===== config.mk =====
export PLATFORM = sky130hd
export DESIGN_NAME = iewv_divider
export DESIGN_NICKNAME = d
export VERILOG_FILES = /design/src/rtl/iewv_pkg.sv /design/src/rtl/iewv_divider.sv
export SDC_FILE = /design/constraint.sdc
export NUM_CORES = 1
export LEC_CHECK = 0
export ABC_CLOCK_PERIOD_IN_PS = 3800
export BUFFER_PORTS_ARGS = -buffer_cell sky130_fd_sc_hd__buf_2
export CAP_MARGIN = 20
export CORE_MARGIN = 4
export CORE_UTILIZATION = 54
export CTS_CLUSTER_SIZE = 8
export DETAILED_ROUTE_END_ITERATION = 6
export GPL_TIMING_DRIVEN = 0
export PLACE_DENSITY = 0.92
export SYNTH_ARGS = -nofsm -noshare
export SYNTH_HDL_FRONTEND = slang
export SYNTH_SLANG_ARGS = --single-unit

===== constraint.sdc =====
create_clock -name clk -period 3.8 [get_ports clk]
set_clock_uncertainty 0.1 [all_clocks]
set_input_delay 0.57 -clock clk [delete_from_list [all_inputs] [get_ports clk]]
set_output_delay 0.57 -clock clk [all_outputs]
set_load 0.03 [all_outputs]

===== src/rtl/iewv_pkg.sv =====
// ----------------------------------------------------------------------------
// IMU EWMA and Welford variance package
// Shared types and constants for the per-axis averaging block.
// ----------------------------------------------------------------------------
package iewv_pkg;

	localparam int NUM_AXES  = 6;
	localparam int AXIS_BITS = 3;
	localparam int ALPHA_BITS = 17;
	// The squared-deviation product relies on 16-bit samples, so the width is fixed.
	localparam int SAMPLE_BITS = 16;
	localparam logic [16:0] ALPHA_ONE   = 17'd65536;
	localparam logic [16:0] ALPHA_RESET = 17'd6554;
	localparam logic [30:0] SPREAD_MAX  = 31'h7FFF_FFFF;

	// Request and answer of the shared divider.
	typedef struct packed {
		logic        start;
		logic [63:0] dividend;
	} div_req_t;

	typedef struct packed {
		logic        done;
		logic [63:0] quotient;
	} div_rsp_t;

endpackage


===== src/rtl/iewv_divider.sv =====
// ----------------------------------------------------------------------------
// IMU EWMA and Welford variance divider
// Restoring divider of a 64-bit dividend by the packet count, one bit a cycle.
// ----------------------------------------------------------------------------
module iewv_divider #(
	parameter int COUNT_BITS = 32
) (
	input  logic                      clk,
	input  logic                      arst_n,
	input  iewv_pkg::div_req_t        req,
	input  logic [COUNT_BITS-1:0]     divisor,
	output iewv_pkg::div_rsp_t        rsp
);
	import iewv_pkg::*;

	logic              busy_q;
	logic              done_q;
	logic [6:0]        bit_q;
	logic [63:0]       quot_q;
	logic [COUNT_BITS:0] rem_q;
	logic [COUNT_BITS:0] trial;
	logic [COUNT_BITS:0] rem_shift;

	// One quotient bit per cycle, most significant first.
	always_comb begin
		rem_shift = {rem_q[COUNT_BITS-1:0], quot_q[63]};
		trial     = rem_shift - {1'b0, divisor};
	end

	always_ff @(posedge clk or negedge arst_n) begin
		if (!arst_n) begin
			busy_q <= 1'b0;
			bit_q  <= '0;
			done_q <= 1'b0;
		end else begin
			done_q <= 1'b0;
			if (req.start) begin
				busy_q <= 1'b1;
				bit_q  <= 7'd0;
			end else if (busy_q) begin
				bit_q <= bit_q + 7'd1;
				if (bit_q == 7'd63) begin
					busy_q <= 1'b0;
					done_q <= 1'b1;
				end
			end
		end
	end

	always_ff @(posedge clk) begin
		if (req.start) begin
			quot_q <= req.dividend;
			rem_q  <= '0;
		end else if (busy_q) begin
			if (!trial[COUNT_BITS]) begin
				rem_q  <= trial;
				quot_q <= {quot_q[62:0], 1'b1};
			end else begin
				rem_q  <= rem_shift;
				quot_q <= {quot_q[62:0], 1'b0};
			end
		end
	end

	assign rsp = '{done: done_q, quotient: quot_q};

endmodule


==> flow_summary.toml <==
[clock_network]
cts_tree = "built"
insertion_delay_ns = 0.34
clockBufferDepth = 2
htree_levels = 3
cts_root_buffer = "clkbuf_16"
clock_sinks = 105
cts_made_buffers = 9
clk_pin_slew_ns = 0.07

[synthesis]
yosysTopAreaCell = "edfxtp_1"
ys_async_sr_fraction_pct = 8.571
synth_compound_area_share_pct = 16.34
synth-simple-area-share_pct = 11.96
synth_area_leaders = "edfxtp_1 (30%), mux2_2 (11%), dfxtp_1 (10%), ha_1 (6.5%), nor2_1 (3.7%)"
yosys-top-cells-count = "edfxtp_1 (64), mux2_2 (63), nor2_1 (62)"
synth_top_family_by_area = "compound AO/OA/AOI/OAI gates"
synth_top_flop_cell = "edfxtp_1"
synth_mux_area_share_pct = 12.08
synth_fp_nets = 752
synth_seq_cells = 105
synthXorXnorAreaFrac_pct = 3.850
yosysMostFrequentCell = "edfxtp_1"
ys_warn_count = 0
synth_cells = 619
synth_fa_ha_area_share_pct = 6.796
ys_types = 60
yosysTopAreaCellShare_pct = 30.17
seq_area_frac_synth_pct = 43.76
synth_edf_count = 64
syn_area_mm2 = 0.006370
synth_area_per_cell_um2 = 10.29

[placed_design]
dp_slack_ns = 0.2979
port_buffers = 162
dp_hpwl_um = 12770
place_inst = 924
gp_congestion = 0.8743

[worst_setup_path]
worstSetupPathType = "register to register"
slowest_delay_ns = 0.53
cp.buffers_inverters = 1
critical_path_peak_fanout = 4
cp.required_ns = 3.95
start_kind = "register"
worst_path_max_delay_cell = "o31ai_1"
end_kind = "register"
cp_cell_sequence = "inv_1 -> ha_1 -> fa_1 -> nor2b_1 -> o31a_1 -> o2111ai_1 -> a21oi_2 -> nor3_1 -> o31ai_1 -> xor2_1 -> nand2_1 -> a311oi_1"
critical_path_arrival_ns = 3.46
cp_top_family = "compound AO/OA/AOI/OAI gates"

[grt]
antenna_found_initial = 0
grt_pass1_vias = 5337
grt_max_degree = 65
grt.total_usage_pct = 23.85
overflow = 0
grt_pass1_wl_um = 25470

[timing]
drv_slew = 0
layout_setup_ws_ns = 0.4952
clock.fmax_ghz = 0.3026
min_period_ns = 3.305
slew_headroom_pct = 41.63
rsz0062_at_grt = "no"
setup_viol = 0
holdWs_ns = 0.4013
setup-tns-final_ns = 0
finalHoldViolations = 0
fin_crit_sh_pct = 86.97
tightest_slew_ns = 0.8755

[final_layout]
layout-drive-gt1-share_pct = 33.21
num_antenna_cells = 0
nFillCells = 905
nets = 926
area_growth_pct = 20.07
fin_cells = 941

[drt]
firstDrtPassIters = 5
viasPerCell = 5.775
ant_nets = 0
drc = 0
first_iter_violations = 369
totalWireLength_um = 16610
drt-wirelength-per-cell_um = 17.65
dr_total_vias = 5434

[die]
die_width_um = 116.6
io-pin-count = 164
die_h_um = 116.6
start_util_pct = 55.55
dieArea_mm2 = 0.01360
core_mm2 = 0.01147
std_cell_rows = 39

[power]
cellPowerDensity_mw_per_mm2 = 617.7
cellLeakagePower_nw = 3.471
peakVddDrop_v = 0.0004037

[worst_hold_path]
min_path_type = "register to register"

[run]
maxCapViolations = 0

[run_status]
outcome = "complete, no violations"
==> layout make-up <==
cell class	instances	area, um^2	area share [%]
clock inverters	7	51.30	0.6707
plain buffers	32	188.9	2.470
well taps	143	178.9	2.339
flip-flops and latches	105	2788	36.45
clock buffers	9	225.2	2.945
inverters	38	142.6	1.865
repair buffers	163	820.8	10.73
multi-input cells	444	3253	42.53
==> repair_timing <==
item / in CTS / in global routing
hold endpoints to repair: 9 / 0
hold buffers: 1 / 0
buffers inserted: 0 / 0
gates resized for setup: 0 / 0
==> per-layer routing <==
metal	wire length, um	track usage (%)	up-vias
met1	6934	31.11	2619
met3	710	3.990	24
met4	251	6.498	0
met5	0	0	-
li1	-	-	2623
met2	8709	41.23	168
==> cell families (layout without fill, tap and decap cells) <==
logic type,after synthesis,after routing
and+or+nand+nor,162,162
AOI/OAI and AO/OA,151,151
DFF,105,105
buffers and inverters,70,249
muxes,69,69
adders and majority gates,34,34
xor gates and xnor gates,28,28
==> stage by stage <==
| step | utilization [%] | cell area, um^2 | power, mW |
|---|---|---|---|
| after CTS | 66.70 | 7649 | 4.713 |
| after detailed placement | 64.20 | 7362 | 3.831 |
| final | 66.70 | 7649 | 4.725 |
| after global routing | 66.70 | 7649 | 5.026 |
| after floorplan | - | 6370 | 3.303 |
| after global placement | 64.18 | 7360 | 3.755 |
==> sequential cells by signal, summed over array words and instances (netlist names) <==
signal	count
bit_q	7
busy_q	1
rem_q	32
quot_q	64
done_q	1
==> where the power goes <==
| group | leakage [nW] | internal (mW) | switching, mW | total, mW |
|---|---|---|---|---|
| clock | 0.131 | 0.451 | 0.431 | 0.882 |
| combinational | 2.28 | 0.934 | 1.29 | 2.22 |
| sequential | 1.06 | 1.44 | 0.176 | 1.62 |
| total | 3.47 | 2.83 | 1.90 | 4.72 |
==> worst min-delay path, cell delays in order, from the launching register on <==
cell and delay (ns):
dfxtp_1 0.33, nor2_1 0.08, a311oi_1 0.05
==> layout by cell type (no fill, tap or decap), types with 25 or more instances in the layout <==
cell type  instances
a21oi_1           45
inv_1             38
nand2_1           39
a211oi_1          25
nor2_1            62
mux2_2            63
ha_1              33
edfxtp_1          64
dfxtp_1           32
buf_2            165
==> path summary, 6_finish.rpt <==
path	from	end	slack (ns)	cells after the start
max	quot_q[63]	rem_q[28]	0.50	12
min	rem_q[26]	rem_q[26]	0.40	2
max reg2reg	quot_q[63]	rem_q[28]	0.50	12
min reg2reg	rem_q[26]	rem_q[26]	0.40	2
max in group asynchronous	arst_n	bit_q[0]	2.88	2
min in group asynchronous	arst_n	done_q	0.53	2
Note: power is estimated with default switching activity, not from simulation.
